--- src/hw/rtl/xsr_pkg.sv ---
// Package: shared types, constants and codes of the xoshiro256** uniform range block.
package xsr_pkg;

  localparam int unsigned WORD_W      = 64;
  localparam int unsigned VAL_W       = 32;
  localparam int unsigned SPREAD_W    = VAL_W + 1;
  localparam int unsigned MAG_W       = VAL_W - 1;
  localparam int unsigned SEED_COUNT  = 4;
  localparam int unsigned CFG_DATA_W  = 64;
  localparam int unsigned CFG_ADDR_W  = 5;
  localparam int unsigned CFG_IDX_LSB = 3;
  localparam int unsigned QUEUE_DEPTH = 2;

  // xoshiro256** shift and rotate amounts
  localparam int unsigned MUL5_SHIFT = 2;
  localparam int unsigned MUL9_SHIFT = 3;
  localparam int unsigned OUT_ROT    = 7;
  localparam int unsigned T_SHIFT    = 17;
  localparam int unsigned S3_ROT     = 45;

  localparam logic FUNC_DRAW   = 1'b0;
  localparam logic FUNC_RESEED = 1'b1;

  typedef logic [SEED_COUNT-1:0][WORD_W-1:0] seeds_t;

  typedef struct packed {
    logic                    func;
    logic [WORD_W-1:0]       s1;
    logic signed [VAL_W-1:0] lo;
    logic signed [VAL_W-1:0] hi;
  } job_t;

  typedef struct packed {
    logic full;
    logic empty;
  } fifo_stat_t;

  typedef enum logic [2:0] {
    B_IDLE,
    B_MUL5,
    B_MUL9,
    B_ABS,
    B_MULR,
    B_FIN
  } back_state_t;

  function automatic logic [WORD_W-1:0] rotl(input logic [WORD_W-1:0] x,
                                              input int unsigned k);
    rotl = (x << k) | (x >> (WORD_W - k));
  endfunction

endpackage

--- src/hw/rtl/xsr_if.sv ---
// Interfaces: request and result channels with valid/ready handshake.
interface xsr_req_if;
  logic                           valid;
  logic                           ready;
  logic                           func;
  logic signed [xsr_pkg::VAL_W-1:0] range_low;
  logic signed [xsr_pkg::VAL_W-1:0] range_high;

  modport source (output valid, output func, output range_low, output range_high,
                  input ready);
  modport sink   (input valid, input func, input range_low, input range_high,
                  output ready);
endinterface

interface xsr_rsp_if;
  logic                             valid;
  logic                             ready;
  logic [xsr_pkg::WORD_W-1:0]       raw_word;
  logic signed [xsr_pkg::VAL_W-1:0] uniform_value;
  logic                             range_error;

  modport source (output valid, output raw_word, output uniform_value,
                  output range_error, input ready);
  modport sink   (input valid, input raw_word, input uniform_value,
                  input range_error, output ready);
endinterface

--- src/hw/rtl/xsr_fifo.sv ---
// Short request queue between the front and back parts.
module xsr_fifo #(
  parameter int unsigned DEPTH = xsr_pkg::QUEUE_DEPTH
) (
  input  logic                clk,
  input  logic                rst_n,
  input  logic                push,
  input  xsr_pkg::job_t       push_job,
  input  logic                pop,
  output xsr_pkg::job_t       head_job,
  output xsr_pkg::fifo_stat_t stat
);

  localparam int unsigned PTR_W = (DEPTH > 1) ? $clog2(DEPTH) : 1;
  localparam int unsigned CNT_W = $clog2(DEPTH + 1);
  localparam logic [PTR_W-1:0] LAST = PTR_W'(DEPTH - 1);
  localparam logic [CNT_W-1:0] FULL_CNT = CNT_W'(DEPTH);

  xsr_pkg::job_t    slot_r [DEPTH];
  logic [PTR_W-1:0] wr_ptr_r, wr_ptr_nxt;
  logic [PTR_W-1:0] rd_ptr_r, rd_ptr_nxt;
  logic [CNT_W-1:0] count_r, count_nxt;
  logic             do_push, do_pop;

  assign stat.full  = (count_r == FULL_CNT);
  assign stat.empty = (count_r == '0);
  assign do_push    = push && !stat.full;
  assign do_pop     = pop && !stat.empty;
  assign head_job   = slot_r[rd_ptr_r];

  always_comb begin
    wr_ptr_nxt = wr_ptr_r;
    rd_ptr_nxt = rd_ptr_r;
    count_nxt  = count_r;
    if (do_push) begin
      wr_ptr_nxt = (wr_ptr_r == LAST) ? '0 : wr_ptr_r + PTR_W'(1);
    end
    if (do_pop) begin
      rd_ptr_nxt = (rd_ptr_r == LAST) ? '0 : rd_ptr_r + PTR_W'(1);
    end
    if (do_push && !do_pop) begin
      count_nxt = count_r + CNT_W'(1);
    end else if (do_pop && !do_push) begin
      count_nxt = count_r - CNT_W'(1);
    end
  end

  always_ff @(posedge clk) begin
    if (!rst_n) begin
      wr_ptr_r <= '0;
      rd_ptr_r <= '0;
      count_r  <= '0;
    end else begin
      wr_ptr_r <= wr_ptr_nxt;
      rd_ptr_r <= rd_ptr_nxt;
      count_r  <= count_nxt;
    end
  end

  always_ff @(posedge clk) begin
    if (do_push) begin
      slot_r[wr_ptr_r] <= push_job;
    end
  end

endmodule

--- src/hw/rtl/xsr_front.sv ---
// Front part: accepts requests, advances or reloads the generator state, queues the job.
module xsr_front (
  input  logic                clk,
  input  logic                rst_n,
  xsr_req_if.sink             req,
  input  xsr_pkg::seeds_t     seeds,
  input  xsr_pkg::fifo_stat_t q_stat,
  output logic                push,
  output xsr_pkg::job_t       push_job
);

  logic [xsr_pkg::WORD_W-1:0] s_r   [xsr_pkg::SEED_COUNT];
  logic [xsr_pkg::WORD_W-1:0] s_nxt [xsr_pkg::SEED_COUNT];
  logic [xsr_pkg::WORD_W-1:0] t, s2a, s3a;
  logic                       accept;

  assign req.ready = !q_stat.full;
  assign accept    = req.valid && req.ready;
  assign push      = accept;

  // scrambler input is the pre-advance word 1
  assign push_job.func = req.func;
  assign push_job.s1   = s_r[1];
  assign push_job.lo   = req.range_low;
  assign push_job.hi   = req.range_high;

  always_comb begin
    t   = s_r[1] << xsr_pkg::T_SHIFT;
    s2a = s_r[2] ^ s_r[0];
    s3a = s_r[3] ^ s_r[1];
    for (int i = 0; i < xsr_pkg::SEED_COUNT; i++) begin
      s_nxt[i] = s_r[i];
    end
    if (accept) begin
      if (req.func == xsr_pkg::FUNC_RESEED) begin
        for (int i = 0; i < xsr_pkg::SEED_COUNT; i++) begin
          s_nxt[i] = seeds[i];
        end
      end else begin
        s_nxt[0] = s_r[0] ^ s3a;
        s_nxt[1] = s_r[1] ^ s2a;
        s_nxt[2] = s2a ^ t;
        s_nxt[3] = xsr_pkg::rotl(s3a, xsr_pkg::S3_ROT);
      end
    end
  end

  always_ff @(posedge clk) begin
    if (!rst_n) begin
      for (int i = 0; i < xsr_pkg::SEED_COUNT; i++) begin
        s_r[i] <= '0;
      end
    end else begin
      for (int i = 0; i < xsr_pkg::SEED_COUNT; i++) begin
        s_r[i] <= s_nxt[i];
      end
    end
  end

endmodule

--- src/hw/rtl/xsr_back.sv ---
// Back part: scrambles the word, maps it into the range, holds the result register.
module xsr_back (
  input  logic                clk,
  input  logic                rst_n,
  input  xsr_pkg::fifo_stat_t q_stat,
  input  xsr_pkg::job_t       head_job,
  output logic                pop,
  xsr_rsp_if.source           rsp
);

  localparam int unsigned W  = xsr_pkg::WORD_W;
  localparam int unsigned VW = xsr_pkg::VAL_W;
  localparam int unsigned SW = xsr_pkg::SPREAD_W;
  localparam int unsigned MW = xsr_pkg::MAG_W;

  xsr_pkg::back_state_t state_r, state_nxt;
  xsr_pkg::job_t        job_r, job_nxt;
  logic [SW-1:0]        spread_r, spread_nxt;
  logic                 err_r, err_nxt;
  logic [W-1:0]         m5_r, m5_nxt;
  logic [W-1:0]         raw_r, raw_nxt;
  logic [MW-1:0]        mag_r, mag_nxt;
  logic [W-1:0]         prod_r, prod_nxt;
  logic                 out_valid_r, out_valid_nxt;
  logic [W-1:0]         out_raw_r, out_raw_nxt;
  logic [VW-1:0]        out_uni_r, out_uni_nxt;
  logic                 out_err_r, out_err_nxt;

  logic [W-1:0]  rot;
  logic [VW-1:0] top, neg;
  logic          slot_free;

  assign rsp.valid         = out_valid_r;
  assign rsp.raw_word      = out_raw_r;
  assign rsp.uniform_value = out_uni_r;
  assign rsp.range_error   = out_err_r;
  assign slot_free         = !out_valid_r || rsp.ready;

  always_comb begin
    state_nxt     = state_r;
    job_nxt       = job_r;
    spread_nxt    = spread_r;
    err_nxt       = err_r;
    m5_nxt        = m5_r;
    raw_nxt       = raw_r;
    mag_nxt       = mag_r;
    prod_nxt      = prod_r;
    out_valid_nxt = out_valid_r && !rsp.ready;
    out_raw_nxt   = out_raw_r;
    out_uni_nxt   = out_uni_r;
    out_err_nxt   = out_err_r;
    pop           = 1'b0;
    rot           = xsr_pkg::rotl(m5_r, xsr_pkg::OUT_ROT);
    top           = raw_r[W-1:W-VW];
    neg           = -top;

    case (state_r)
      xsr_pkg::B_IDLE: begin
        if (!q_stat.empty) begin
          // take the head job; span is hi - lo + 1 in 33 bits
          pop        = 1'b1;
          job_nxt    = head_job;
          spread_nxt = {head_job.hi[VW-1], head_job.hi} -
                       {head_job.lo[VW-1], head_job.lo} + SW'(1);
          err_nxt    = (head_job.hi < head_job.lo);
          state_nxt  = xsr_pkg::B_MUL5;
        end
      end
      xsr_pkg::B_MUL5: begin
        m5_nxt    = job_r.s1 + (job_r.s1 << xsr_pkg::MUL5_SHIFT);
        state_nxt = xsr_pkg::B_MUL9;
      end
      xsr_pkg::B_MUL9: begin
        raw_nxt   = rot + (rot << xsr_pkg::MUL9_SHIFT);
        state_nxt = xsr_pkg::B_ABS;
      end
      xsr_pkg::B_ABS: begin
        // magnitude of the signed top half, most negative value saturated
        if (!top[VW-1]) begin
          mag_nxt = top[MW-1:0];
        end else if (neg[VW-1]) begin
          mag_nxt = '1;
        end else begin
          mag_nxt = neg[MW-1:0];
        end
        state_nxt = xsr_pkg::B_MULR;
      end
      xsr_pkg::B_MULR: begin
        prod_nxt  = W'(mag_r) * W'(spread_r);
        state_nxt = xsr_pkg::B_FIN;
      end
      xsr_pkg::B_FIN: begin
        if (slot_free) begin
          out_valid_nxt = 1'b1;
          if (job_r.func == xsr_pkg::FUNC_RESEED) begin
            out_raw_nxt = '0;
            out_uni_nxt = job_r.lo;
            out_err_nxt = 1'b0;
          end else if (err_r) begin
            out_raw_nxt = raw_r;
            out_uni_nxt = job_r.lo;
            out_err_nxt = 1'b1;
          end else begin
            out_raw_nxt = raw_r;
            out_uni_nxt = job_r.lo + prod_r[MW+VW-1:MW];
            out_err_nxt = 1'b0;
          end
          state_nxt = xsr_pkg::B_IDLE;
        end
      end
      default: begin
        state_nxt = xsr_pkg::B_IDLE;
      end
    endcase
  end

  always_ff @(posedge clk) begin
    if (!rst_n) begin
      state_r     <= xsr_pkg::B_IDLE;
      out_valid_r <= 1'b0;
    end else begin
      state_r     <= state_nxt;
      out_valid_r <= out_valid_nxt;
    end
  end

  always_ff @(posedge clk) begin
    job_r     <= job_nxt;
    spread_r  <= spread_nxt;
    err_r     <= err_nxt;
    m5_r      <= m5_nxt;
    raw_r     <= raw_nxt;
    mag_r     <= mag_nxt;
    prod_r    <= prod_nxt;
    out_raw_r <= out_raw_nxt;
    out_uni_r <= out_uni_nxt;
    out_err_r <= out_err_nxt;
  end

endmodule

--- src/hw/rtl/xoshiro256ss_uniform_range.sv ---
// Top level: xoshiro256** generator with uniform range output and seed registers.
//
//   channel  | dir | handshake              | carries
//   ---------+-----+------------------------+------------------------------------
//   in_req   | in  | valid/ready            | func, range_low, range_high
//   out_rsp  | out | valid/ready            | raw_word, uniform_value, range_error
//   cfg_*    | in  | APB write/read, 64 bit | seed_word0..3 at 0x00/0x08/0x10/0x18
//
// The front takes one request per cycle while the queue has room; the state words
// advance (or reload from the seeds) at the accept edge. The back sequencer steps through
// its states for each request (pop, times 5, rotate and times 9, magnitude, range
// multiply, result load), taking the next job only after the result is loaded.
// Reset is synchronous and clears state words, seeds, queue and sequencer.
// A stalled result holds in the output register; the back waits, the queue fills
// and in_req.ready drops once QUEUE_DEPTH requests are waiting.
module xoshiro256ss_uniform_range #(
  parameter int unsigned QUEUE_DEPTH = xsr_pkg::QUEUE_DEPTH
) (
  input  logic                              clk,
  input  logic                              rst_n,
  xsr_req_if.sink                           in_req,
  xsr_rsp_if.source                         out_rsp,
  input  logic                              cfg_psel,
  input  logic                              cfg_penable,
  input  logic                              cfg_pwrite,
  input  logic [xsr_pkg::CFG_ADDR_W-1:0]    cfg_paddr,
  input  logic [xsr_pkg::CFG_DATA_W-1:0]    cfg_pwdata,
  output logic [xsr_pkg::CFG_DATA_W-1:0]    cfg_prdata,
  output logic                              cfg_pready
);

  localparam int unsigned IDX_W = $clog2(xsr_pkg::SEED_COUNT);

  xsr_pkg::seeds_t     seeds_r;
  xsr_pkg::fifo_stat_t q_stat;
  xsr_pkg::job_t       push_job, head_job;
  logic                push, pop;
  logic [IDX_W-1:0]    cfg_idx;
  logic                cfg_wr;

  // Decode the seed index from the 8-byte register slot; every slot is a seed word.
  assign cfg_idx    = cfg_paddr[xsr_pkg::CFG_IDX_LSB +: IDX_W];
  assign cfg_wr     = cfg_psel && cfg_penable && cfg_pwrite && cfg_pready;
  assign cfg_pready = 1'b1;
  assign cfg_prdata = seeds_r[cfg_idx];

  // Hold seed words until software rewrites them.
  always_ff @(posedge clk) begin
    if (!rst_n) begin
      seeds_r <= '0;
    end else if (cfg_wr) begin
      seeds_r[cfg_idx] <= cfg_pwdata;
    end
  end

  // Front: accept request, step the generator, queue the job.
  xsr_front u_front (
    .clk      (clk),
    .rst_n    (rst_n),
    .req      (in_req),
    .seeds    (seeds_r),
    .q_stat   (q_stat),
    .push     (push),
    .push_job (push_job)
  );

  // Queue: decouple acceptance from result delivery.
  xsr_fifo #(
    .DEPTH (QUEUE_DEPTH)
  ) u_fifo (
    .clk      (clk),
    .rst_n    (rst_n),
    .push     (push),
    .push_job (push_job),
    .pop      (pop),
    .head_job (head_job),
    .stat     (q_stat)
  );

  // Back: scramble, map into range, drive the result register.
  xsr_back u_back (
    .clk      (clk),
    .rst_n    (rst_n),
    .q_stat   (q_stat),
    .head_job (head_job),
    .pop      (pop),
    .rsp      (out_rsp)
  );

endmodule

--- src/flat_wrapper.sv ---
// flat-port wrapper written by rule: the top's interface ports become plain ports
module xoshiro256ss_uniform_range_flat 
#(
  parameter int unsigned QUEUE_DEPTH = xsr_pkg::QUEUE_DEPTH
)
  (clk, rst_n, cfg_psel, cfg_penable, cfg_pwrite, cfg_paddr, cfg_pwdata, cfg_prdata, cfg_pready, in_req_valid, in_req_func, in_req_range_low, in_req_range_high, in_req_ready, out_rsp_valid, out_rsp_raw_word, out_rsp_uniform_value, out_rsp_range_error, out_rsp_ready);
  xsr_req_if in_req_i ();
  xsr_rsp_if out_rsp_i ();
  input  logic clk;
  input  logic rst_n;
  input  logic cfg_psel;
  input  logic cfg_penable;
  input  logic cfg_pwrite;
  input  logic [xsr_pkg::CFG_ADDR_W-1:0] cfg_paddr;
  input  logic [xsr_pkg::CFG_DATA_W-1:0] cfg_pwdata;
  output logic [xsr_pkg::CFG_DATA_W-1:0] cfg_prdata;
  output logic cfg_pready;
  input wire logic [$bits(in_req_i.valid)-1:0] in_req_valid;
  input wire logic [$bits(in_req_i.func)-1:0] in_req_func;
  input wire logic [$bits(in_req_i.range_low)-1:0] in_req_range_low;
  input wire logic [$bits(in_req_i.range_high)-1:0] in_req_range_high;
  output wire logic [$bits(in_req_i.ready)-1:0] in_req_ready;
  output wire logic [$bits(out_rsp_i.valid)-1:0] out_rsp_valid;
  output wire logic [$bits(out_rsp_i.raw_word)-1:0] out_rsp_raw_word;
  output wire logic [$bits(out_rsp_i.uniform_value)-1:0] out_rsp_uniform_value;
  output wire logic [$bits(out_rsp_i.range_error)-1:0] out_rsp_range_error;
  input wire logic [$bits(out_rsp_i.ready)-1:0] out_rsp_ready;
  assign in_req_i.valid = in_req_valid;
  assign in_req_i.func = in_req_func;
  assign in_req_i.range_low = in_req_range_low;
  assign in_req_i.range_high = in_req_range_high;
  assign in_req_ready = in_req_i.ready;
  assign out_rsp_valid = out_rsp_i.valid;
  assign out_rsp_raw_word = out_rsp_i.raw_word;
  assign out_rsp_uniform_value = out_rsp_i.uniform_value;
  assign out_rsp_range_error = out_rsp_i.range_error;
  assign out_rsp_i.ready = out_rsp_ready;
  xoshiro256ss_uniform_range #(.QUEUE_DEPTH(QUEUE_DEPTH)) u_core (.clk(clk), .rst_n(rst_n), .in_req(in_req_i), .out_rsp(out_rsp_i), .cfg_psel(cfg_psel), .cfg_penable(cfg_penable), .cfg_pwrite(cfg_pwrite), .cfg_paddr(cfg_paddr), .cfg_pwdata(cfg_pwdata), .cfg_prdata(cfg_prdata), .cfg_pready(cfg_pready));
endmodule
--- config.mk ---
export PLATFORM = sky130hd
export DESIGN_NAME = xoshiro256ss_uniform_range_flat
export DESIGN_NICKNAME = d
export VERILOG_FILES = /design/src/hw/rtl/xsr_pkg.sv /design/src/hw/rtl/xsr_if.sv /design/src/hw/rtl/xsr_fifo.sv /design/src/hw/rtl/xsr_front.sv /design/src/hw/rtl/xsr_back.sv /design/src/hw/rtl/xoshiro256ss_uniform_range.sv /design/src/flat_wrapper.sv
export SDC_FILE = /design/constraint.sdc
export NUM_CORES = 2
export LEC_CHECK = 0
export ABC_AREA = 1
export BUFFER_PORTS_ARGS = -buffer_cell sky130_fd_sc_hd__buf_2
export CAP_MARGIN = 0
export CORE_ASPECT_RATIO = 1.2
export CORE_MARGIN = 4
export CORE_UTILIZATION = 35
export CTS_BUF_LIST = sky130_fd_sc_hd__clkbuf_4 sky130_fd_sc_hd__clkbuf_8
export DETAILED_ROUTE_END_ITERATION = 7
export SLEW_MARGIN = 20
export SYNTH_ARGS = -nofsm -noshare
export SYNTH_HDL_FRONTEND = slang
export SYNTH_HIERARCHICAL = 1
export SYNTH_SLANG_ARGS = --single-unit
export TNS_END_PERCENT = 1
--- constraint.sdc ---
create_clock -name clk -period 13.3 [get_ports clk]
set_clock_uncertainty 0.1 [all_clocks]
set_input_delay 0.665 -clock clk [delete_from_list [all_inputs] [get_ports clk]]
set_output_delay 0.665 -clock clk [all_outputs]
set_load 0.02 [all_outputs]
Yosys cells after proc, flatten, opt, wreduce, memory -nomap -nowiden:

Memories as Yosys holds them, arrays and structs flattened. A register that Yosys moved wholly into a read port is not among the register bits.
Index checks and enable logic that the tools add are counted.

* $mul: 1
* reductions and logical operators: 22
* div/mod/pow operators: 0
* shifts and indexed selects: 0
* multiplexer cells: 33
* bitwise logic cells: 12
* eq/ne operators: 8
* $lt $le $gt $ge: 3
* $add $sub $neg: 10

Operators with widths (number)
* two-way mux 256 bit: 2
* two-way mux 64 bit: 6
* bitwise XOR 64 bit: 5
* bitwise mux 256 bit: 1
* adder 64 bit: 2
* binary-select mux 64 bit (select 2 bit): 1
* demux 64 bit (select 2 bit): 1
* two-way mux 32 bit: 2
* OR 64 x 45 -> 64 bit: 1
* OR 64 x 7 -> 64 bit: 1
* multiplier 31 x 33 -> 63 bit: 1
* two-way mux 31 bit: 2
* adder 33 x 1 -> 33 bit (second input constant): 1
* subtractor 32 x 32 -> 33 bit: 1
* adder 32 bit: 1
* less-than comparator 32 bit: 1
* negator 32 bit: 1
* one-hot mux 3 bit (6 select lines): 1
* two-way mux 1 bit: 13
* logical AND 1 bit: 9
* == test 3 x 2 -> 1 bit (second input constant): 2
* == test 3 bit (second input constant): 2
* logical NOT 1 bit: 6
* two-way mux 3 bit: 2
* other kinds (16): 24

* register bits: 714
* ROM bits: 0
* memories kept: 2
* output and inout bits: 164
* bits in latches: 0
* memory bits (writable): 514
* input bits: 141

Memory list
* u_core.u_fifo.slot_r: depth 2, width 129, rd ports 1, clocked after Yosys merged registers in 1, wr ports 1, RTL line xsr_fifo.sv:19 `xsr_pkg::job_t slot_r [DEPTH];`
* u_core.u_front.s_r: depth 4, width 64, rd ports 4, clocked after Yosys merged registers in 0, wr ports 4, RTL line xsr_front.sv:12 `logic [xsr_pkg::WORD_W-1:0] s_r [xsr_pkg::SEED_COUNT];`

Depth between registers and ports, before layout:

* depth after elaboration: 8
* mapped depth: 33
* mapped depth without buffers: 31

Cells and area by module:

The synthesis kept the hierarchy.

By module, submodules not included
* xsr_back: area each 63310.7 um^2, cells each 8227, instances 1
* xsr_front: area each 16096.7 um^2, cells each 2629, instances 1
* xoshiro256ss_uniform_range: area each 11915.2 um^2, cells each 1820, instances 1
* xsr_fifo: area each 9593.0 um^2, cells each 439, instances 1

Least setup slack after synthesis:

No wires, ideal clock.

* path type: flip-flop to flip-flop
* start point: register u_core.u_back.state_r[0]
* end point: register u_core.u_fifo.count_r[1]
* path buffers: 0
* cell stages (with the launch flop): 11
* path slack: -1.133 ns
* setup time: 0.064 ns
* arrival: 14.269 ns
* data required time: 13.136 ns
* cell sequence: dfxtp_1 > nor4_1 > inv_1 > nor2_1 > inv_1 > ha_1 > inv_1 > nand3_1 > nand2_1 > inv_1 > nor2_1

* cells in the longest elaborated chain, start to end: 6

RTL lines
* start, declared: RTL line xsr_back.sv:16 `xsr_pkg::back_state_t state_r, state_nxt;`
* start signal, assigned: RTL line xsr_back.sv:119 `state_r <= xsr_pkg::B_IDLE;`
* start signal, assigned: RTL line xsr_back.sv:122 `state_r <= state_nxt;`
* logical NOT 3 bit (*): RTL line xsr_back.sv:57 `case (state_r)`
* two-way mux 1 bit (*): RTL line xsr_back.sv:57
* net u_core.pop: RTL line xoshiro256ss_uniform_range.sv:37 `logic push, pop;`
* logical AND 1 bit (*): RTL line xsr_fifo.sv:28 `assign do_pop = pop && !stat.empty;`
* logical NOT 1 bit: RTL line xsr_fifo.sv:41 `if (do_push && !do_pop) begin`
* logical AND 1 bit: RTL line xsr_fifo.sv:41
* two-way mux 2 bit / nonzero test 2 bit (equally long branches)
* end signal, assigned: RTL line xsr_fifo.sv:56 `count_r <= count_nxt;`
* end, declared: RTL line xsr_fifo.sv:22 `logic [CNT_W-1:0] count_r, count_nxt;`

Mark *: on every way through the listed nets, which the timed path passes. The rest lies on a longest branch.
A chain may end at the register's enable or synchronous reset.

Worst setup path after layout:

* start point: register u_core.u_back.mag_r[7]
* end point: register u_core.u_back.prod_r[56] (data pin)

* cells in the longest elaborated chain, start to end: 1

RTL lines
* start, declared: RTL line xsr_back.sv:22 `logic [MW-1:0] mag_r, mag_nxt;`
* start signal, assigned: RTL line xsr_back.sv:133 `mag_r <= mag_nxt;`
* multiplier 31 x 33 -> 63 bit: RTL line xsr_back.sv:89 `prod_nxt = W'(mag_r) * W'(spread_r);`
* end signal, assigned: RTL line xsr_back.sv:134 `prod_r <= prod_nxt;`
* end, declared: RTL line xsr_back.sv:23 `logic [W-1:0] prod_r, prod_nxt;`

Every way passes these cells.

==> results.md <==
- First-pass GRT wire length: 480000 µm
- DRT iter0 DRCs: 6095
- Met2 Track Usage GR: 35.8%
- Initial antenna violation count: 24
- Clock Path Buffers: 4
- Crit end category: flip-flop
- Crit-path max cell delay: 0.61 ns
- Multi-input gate area: 58200 µm²
- Commonest cells after routing, fill and taps aside: nand2_1, inv_1, nor2_1, fa_1, nand3_1
- First-pass detailed-route iteration total: 6
- Number of remaining DRC errors: 0
- FFs w/ async S/R, synth: 0%
- Worst-path clk slew: ~0.060 ns
- Die Y: 596 µm
- Post-synth EDFFs: 677
- Die Span X: 498 µm
- Vias/cell: 4.86
- Layout Nets: approximately 15000
- Max Clock Freq: about 130 MHz
- Area Overhead vs Synth: 9.37%
- PostCTS Resize Cnt: 0
- Distinct cell type count after synthesis: 50
- CP arrival: 7.95 ns
- Most common cell after layout, fill and taps aside: nand2_1
- CTS tree: done
- H-tree levels: 4
- R2R depth: 22
- DIE AREA: 297000 µm²
- YS warnings: 6
- Mapped Nets: 14635
- Final period util: between 50% and 60%
- Post-synthesis sequential area ratio: 30.5%
- IO buf count: 300
- Reg area: 30800 µm²
- Wire per inst: 18.0 µm
- Cell Area, Synth: approximately 100000 µm²
- Layout cell share with drive strength beyond 1: 7.64%
- WHS Path Cells: 5
- Synth Instances: around 13000
- HP Start: cfg_pwdata[59]
- Root buffer cell: clkbuf_8
- Status: finished clean
- Final slew viol count: 0
- Most used DFF post-synth: edfxtp_1
- Worst-Skew Late Latency: 1.04 ns
- Worst-Margin Slew: 1.18 ns
- Core Area: 286000 µm²
- RSZ-0062 raised after global routing: no
- Reg2reg end: u_core/u_back/prod_r[56]
- Final TNS setup: 0 ns
- Max-capacitance violation count: 0
- Req. time, crit path: 13.84 ns
- Hold Path Sink: u_core/seeds_r[123]
- Total routed wirelength: 309000 µm
- CTS Sinks: 1198
- CP cell instances: buf_4 > nand2_1 > fa_1 > inv_1 > fa_1 > fa_1 > inv_1 > fa_1 > inv_1 > fa_1 > fa_1 > fa_1 > fa_1 > ha_1 > a21oi_1 > o21ai_0 > a21oi_1 > o21ai_0 > a21oi_1 > nand2_1 > nand2_1 > nand2_1
- RePlAce Congestion: 0.969
- Tmin final: 7.41 ns
- Reg2Reg Setup Slack: 5.89 ns
- Crit path max fanout: 33
- Largest delay contributor family on the critical path: adder cells
- Vias in the first global route: 82852
- Fin. Hold Viols: 0
- Crit Reg-Reg Startpoint: u_core/u_back/mag_r[7]
- #FFs+latches synth: around 1200
- CTS Buf Count: 204
- Initial Utilization: 35.2%
- Setup violators final: 0
- Total grt overflow: 0
- Detail Placement HPWL: approximately 230000 µm
- WS Path Type: reg2reg
- Met3 usage: around 2.7%
- Gr usage total: 20.6%
- Synth Area per Inst: 7.69 µm²
- Buf/Inv on CP: 4
- Final ANT Viol Nets: 0
- Grt met1 use: 26.0%
- Largest net degree at the start of global routing: 219
- Min-Delay Path Class: in2reg
- Slowest CP cell: fa_1
- Number of I/O pins: about 300
- Via Count: 83566
- Cell Rows: 215
- Startpoint Class: flip-flop
- GRT Max-Usage Layer: met2
- Cts hold-fix bufs: 121
- Slew HR: 21.6%
- Post-CTS setup buffer count: 0
- # fillers: 29932
- Most frequent cell on the critical path: fa_1
layout make-up:
| type | instances | area share, % |
|---|---|---|
| multi-input combinational | 8955 | 52.8 |
| sequential | 1198 | 27.9 |
| inverter | 2355 | 8.02 |
| tap | 3797 | 4.30 |
| timing repair buffer | 535 | 3.31 |
| clock buffer | 276 | 3.12 |
| clock inverter | 80 | 0.559 |
| antenna | 13 | 0.0295 |
flip-flops by register name (all words and copies together) (netlist names), named ones only:
name and count:
u_core/seeds_r 256, u_core/u_back/err_r 1, u_core/u_back/job_r 97, u_core/u_back/m5_r 64, u_core/u_back/mag_r 31, u_core/u_back/prod_r 32
u_core/u_back/raw_r 64, u_core/u_back/rsp.range_error 1, u_core/u_back/rsp.raw_word 64, u_core/u_back/rsp.uniform_value 32, u_core/u_back/rsp.valid 1, u_core/u_back/spread_r 33
u_core/u_back/state_r 3, u_core/u_fifo/count_r 2, u_core/u_fifo/rd_ptr_r 1, u_core/u_fifo/slot_r 258, u_core/u_fifo/wr_ptr_r 1, u_core/u_front/s_r 256
cell families after synthesis:
| kind of cell | share of synthesized area, % |
|---|---|
| AO/OA/AOI/OAI | 5.42 |
| XOR/XNOR | 1.33 |
| adder cells (fa/ha/maj) | 23.9 |
| buffers and inverters | 11.9 |
| flip-flops | 30.5 |
| multiplexers | 1.44 |
| other | 0.00372 |
| AND/OR/NAND/NOR | 25.5 |
per-layer routing:
| metal | routed length (µm) | share of wire (%) |
|---|---|---|
| met5 | 162 | 0.052 |
| met4 | 12000 | 3.9 |
| met3 | 15700 | 5.1 |
| met2 | 150000 | 49 |
| met1 | 131000 | 42 |
how the worst max path moves through the flow:
| stage | from | end | slack (ns) | cells past startpoint |
|---|---|---|---|---|
| 6_report | u_core/u_back/mag_r[7] | u_core/u_back/prod_r[56] | 5.89 | 22 |
| 5_1_grt | u_core/u_back/mag_r[12] | u_core/u_back/prod_r[56] | 5.58 | 24 |
| 4_1_cts | u_core/u_back/mag_r[10] | u_core/u_back/prod_r[61] | 5.89 | 25 |
| 3_5_place_dp | u_core/u_back/spread_r[13] | u_core/u_back/prod_r[33] | 5.96 | 28 |
| 3_3_place_gp | u_core/u_back/spread_r[15] | u_core/u_back/prod_r[56] | 5.93 | 22 |
| 2_1_floorplan | u_core/u_back/state_r[0] | u_core/u_fifo/count_r[1] | 4.47 | 10 |
synthesized netlist by cell type, types with 3 or more instances:
cell type	number	area share (%)
edfxtp_1	677	20
nand2_1	3722	14
nand2_2	4	0.025
nand3b_1	6	0.045
inv_2	4	0.015
clkbuf_2	3	0.015
a31oi_1	4	0.025
a21o_1	10	0.074
inv_1	2348	8.7
o21ai_0	280	1.4
or2_0	100	0.62
xnor2_1	42	0.36
ha_1	467	5.8
xor2_1	111	0.96
nand3_2	11	0.11
nor3_1	46	0.23
buf_2	128	0.63
nand4_1	217	1.3
a21boi_0	9	0.067
a21oi_1	667	3.3
fa_1	912	18
buf_6	40	0.45
nor4_1	19	0.12
nor2_4	6	0.067
nand3_1	758	3.8
o31ai_1	3	0.022
nor2_1	1233	4.6
o211ai_1	12	0.089
mux2_2	129	1.4
o21ai_2	4	0.035
and2_1	5	0.031
dfxtp_1	521	10
or2_2	106	0.66
o21bai_1	41	0.31
o21ai_1	4	0.020
o21a_1	9	0.067
clkbuf_1	300	1.1
buf_4	115	0.86
nor2_2	9	0.056
buf_1	21	0.078
worst min-delay path, cell delays in order:
cell	delay [ns]
buf_2	0.12
inv_1	0.08
nand3_1	0.08
nand2_1	0.05
nor2_1	0.07
metrics by stage:
| step | cells | util [%] | area (µm²) | hold slack [ns] | setup slack, ns |
|---|---|---|---|---|---|
| 2_1_floorplan | 13115 | - | 101000 | 0.333 | 4.47 |
| 3_3_place_gp | 16718 | 36.7 | 105000 | 0.363 | 5.93 |
| 3_5_place_dp | 16718 | 36.7 | 105000 | 0.365 | 5.96 |
| 4_1_cts | 17195 | 38.5 | 110000 | 0.0135 | 5.89 |
| 5_1_grt | 17198 | 38.5 | 110000 | 0.104 | 5.58 |
| 6_report | 17209 | 38.5 | 110000 | 0.112 | 5.89 |
Power is not shown: default switching activity piles up to over one toggle a cycle in this logic, so the estimate is an artifact.
